`config.mk`:
```
export PLATFORM = sky130hd
export DESIGN_NAME = bmh_cell
export DESIGN_NICKNAME = d
export VERILOG_FILES = /design/src/rtl/bmh_pkg.sv /design/src/rtl/bmh_cell.sv
export SDC_FILE = /design/constraint.sdc
export NUM_CORES = 1
export LEC_CHECK = 0
export ABC_AREA = 1
export BUFFER_PORTS_ARGS = -buffer_cell sky130_fd_sc_hd__buf_4
export CAP_MARGIN = 5
export CELL_PAD_IN_SITES_DETAIL_PLACEMENT = 1
export CELL_PAD_IN_SITES_GLOBAL_PLACEMENT = 2
export CORE_ASPECT_RATIO = 0.7
export CORE_MARGIN = 2
export CORE_UTILIZATION = 21
export CTS_CLUSTER_SIZE = 28
export DETAILED_ROUTE_END_ITERATION = 16
export GPL_ROUTABILITY_DRIVEN = 0
export PLACE_DENSITY_LB_ADDON = 0.1
export SETUP_SLACK_MARGIN = 0.1
export SLEW_MARGIN = 10
export SYNTH_ARGS = -nofsm -noshare
export SYNTH_HDL_FRONTEND = slang
export SYNTH_SLANG_ARGS = --single-unit
```
`constraint.sdc`:
```
create_clock -name clk -period 2.5 [get_ports clk]
set_input_delay 0.125 -clock clk [delete_from_list [all_inputs] [get_ports clk]]
set_output_delay 0.125 -clock clk [all_outputs]
set_load 0.01 [all_outputs]
```
`src/rtl/bmh_pkg.sv`:
```
// ----------------------------------------------------------------------------
// bmh_pkg
// Shared types and constants for the max priority queue: field widths,
// command and status codes, and the control bundle handed to every cell.
// ----------------------------------------------------------------------------
package bmh_pkg;

	localparam int KEY_W            = 32;
	localparam int COUNT_OUT_W      = 7;
	localparam int STATUS_W         = 2;
	localparam int CAPACITY_DEFAULT = 64;

	localparam logic CMD_PUSH = 1'b0;
	localparam logic CMD_POP  = 1'b1;

	localparam logic [STATUS_W-1:0] ST_DONE  = 2'd0;
	localparam logic [STATUS_W-1:0] ST_FULL  = 2'd1;
	localparam logic [STATUS_W-1:0] ST_EMPTY = 2'd2;

	typedef logic signed [KEY_W-1:0] key_t;

	typedef struct packed {
		logic push;
		logic pop;
		key_t key;
	} ctl_t;

endpackage

```
`src/rtl/bmh_cell.sv`:
```
// ----------------------------------------------------------------------------
// bmh_cell
// One slot of the sorted chain. Keys stay ordered largest first; a push
// opens a gap at the insertion point and shifts smaller keys right, a pop
// shifts every key one slot left.
// ----------------------------------------------------------------------------
module bmh_cell #(
	parameter int IDX   = 0,
	parameter int CNT_W = 7
) (
	input  logic                 clk,
	input  bmh_pkg::ctl_t        ctl,
	input  logic [CNT_W-1:0]     count,
	input  bmh_pkg::key_t        prv_key,
	input  logic                 prv_ge,
	input  bmh_pkg::key_t        nxt_key,
	output bmh_pkg::key_t        key,
	output logic                 ge
);

	bmh_pkg::key_t key_q;
	logic          occupied;

	assign occupied = CNT_W'(IDX) < count;
	assign ge       = occupied && (key_q >= ctl.key);
	assign key      = key_q;

	always_ff @(posedge clk) begin
		priority if (ctl.push) begin
			if (!ge) begin
				key_q <= prv_ge ? ctl.key : prv_key;
			end
		end else if (ctl.pop) begin
			key_q <= nxt_key;
		end
	end

endmodule

```
==> results.cfg <==
[outcome]
status = complete, no violations

[detailed_routing]
vias_per_cell = 4.22
drc_errors = 0
first_pass_iters = 4
drt_iter0_markers = 72
final_antenna_net_count = 0
vias = 2637
wl_mm = 9.59
wl_per_cell_um = 15.3

[sta]
fmaxAchievable_mhz = 440
tns_ps = 0
worst_pin_slew_ps = 558
finClkSkew_ps = 2.43
grt_setup_unrepaired = false
setup_viol_count_final = 0
max_slew_margin = 0.628
maxSlewViolCount = 0
min_period_ps = 2270
finalHoldViolCount = 0
timing.final.crit_share = 0.910

[min_path]
hold_class = in2reg

[critical_path]
worstRegToRegCells = 10
worstPathRequired_ps = 2490
crit_start = key[19]
crit_fanout = 10
critPathKind = reg2reg
r2r_end = key[25]
cp-endpoint = key[25]
regToRegSetupSlack_ps = 230
arrival_ps = 2260
r2r-start = key[19]
cp-start-kind = flip-flop
cp-end-kind = flip-flop

[pwr]
intPower_w = 0.00142
leakage_nw = 1.96
p_sw_frac = 0.306
power_frac_seq = 0.360
vdd_drop_max_mv = 0.242
p_sw_w = 0.000625
combPwrFrac = 0.358
power_density_nw_per_um2 = 515
clkPwrFrac = 0.282

[floorplan]
dieWidth_um = 135
initial_core_util = 0.216
ios = 140
die-area_um2 = 12900
core_area_um2 = 11700
fp.dieH_um = 95.6
num_rows = 33

[yosys]
postSynthAreaPerCell_um2 = 7.70
seq_area_frac_synth = 0.382
yosysMostFrequentCell = nand2_1
synthTopCellsByArea = edfxtp_1, ha_1, nand2_1, o21ai_0, inv_1
synth_top_area_cell = edfxtp_1
synth_common_cells = nand2_1, inv_1, nor2_1
synthCells = 327
synth-seq-cells = 32
synth_cell_types = 24
syn-num-nets = 466
async_flop_share = 0
netlist_area_um2 = 2520
yosys_warnings = 0
synth_top_area_share = 0.382
synth_edf_count = 32
synth_ff_type = edfxtp_1

[finish]
largest_register_ffs = 32
syn_to_final_growth_pct = 57.2
design_area_um2 = 3960
drive_above_1_share = 0.359
num-nets-final = 607
antenna_cells = 0
nFillCells = 1444

[job]
maxCapViolations = 0

[global_routing]
grt_max_degree = 34
grt_use_total = 0.148
grt_pass1_wl_mm = 14.5
grt_overflow = 0
antenna_found_initial = 0
grt_pass1_vias = 2725

[placement]
portBuffers = 139
placed_area_um2 = 3760
dp_hpwl_mm = 7.45

[clocking]
clk_pin_slew_ps = 50
hold_buffers = 0
cts_tree = done
worst_skew_pair.late_latency_ps = 270
cts_max_level = 2
cts_made_buffers = 5
numClockSinks = 32
root_buffer = clkbuf_16
cts_max_path_buffers = 2
worst min-delay path by stage:
stage,from,end,slack (ps),cells after the start
global route,nxt_key[26],key[26],140,3
CTS,nxt_key[26],key[26],130,3
floorplan,nxt_key[0],key[0],320,2
detailed placement,nxt_key[26],key[26],420,3
finish,nxt_key[26],key[26],140,3
global placement,nxt_key[26],key[26],420,3
power by group through the flow:
stage	clock [W]	sequential, W	combinational [W]
6_report	0.000575	0.000735	0.000730
5_1_grt	0.000615	0.000745	0.000825
4_1_cts	0.000595	0.000737	0.000712
3_5_place_dp	0	0.000747	0.000708
3_3_place_gp	0	0.000744	0.000706
2_1_floorplan	0	0.000773	0.000296
cells in the final DEF (no fill, tap or decap), drive strengths merged:
cell    instances
inv            44
nor3            1
nand3           4
nor4            2
clkinv          1
a21o            1
o21a            2
clkbuf          7
and2            1
nand4           2
a21oi          14
ha             32
buf           145
nand2          73
o21ai          66
nor2           41
edfxtp         32
metal layers:
layer  global-route usage  vias up  share of wire
met4               0.0263        0         0.0046
met2                0.231       76           0.43
met5                    0        -              0
li1                     -     1371              -
met3               0.0287        2          0.058
met1                0.212     1188           0.51
layout make-up:
cell class	instances	area (um^2)	share of cell area
multi-input cells	239	1370	0.346
repair buffers	146	1130	0.286
flip-flops and latches	32	961	0.243
well taps	157	196	0.0496
inverters	44	165	0.0417
clock buffers	6	129	0.0326
clock inverters	1	5.00	0.00126
metrics by stage:
step           setup slack, ps   util  hold WS (ps)  cells  total power, W
2_1_floorplan              180      -           316    327         0.00107
3_3_place_gp               201  0.322           419    616         0.00145
3_5_place_dp               170  0.322           418    616         0.00146
4_1_cts                    154  0.333           135    623         0.00204
5_1_grt                   98.0  0.339           142    625         0.00219
6_report                   226  0.339           135    625         0.00204
worst max-delay path, cell delays in order, from the launching register on:
cell and delay (ps):
edfxtp_1 420, ha_1 340, nand4_1 200, nor4_4 280
nand2_1 110, nand3_1 70, nand3_1 80, nand2_1 80
nand2_1 90, nand2_4 130, clkbuf_16 180
cells by family after synthesis:
| logic type | after synthesis | share of synthesized area |
|---|---|---|
| and+or+nand+nor | 124 | 0.204 |
| adders and majority gates | 32 | 0.159 |
| AOI/OAI and AO/OA | 83 | 0.170 |
| DFF | 32 | 0.382 |
| buffers and inverters | 56 | 0.0854 |
repair_timing:
| item | 4_1_cts | 5_1_grt |
|---|---|---|
| gates resized for setup | 0 | 7 |
| setup endpoints to repair | 0 | 32 |
| buffers inserted | 0 | 1 |
(Power assumes the default switching activity.)
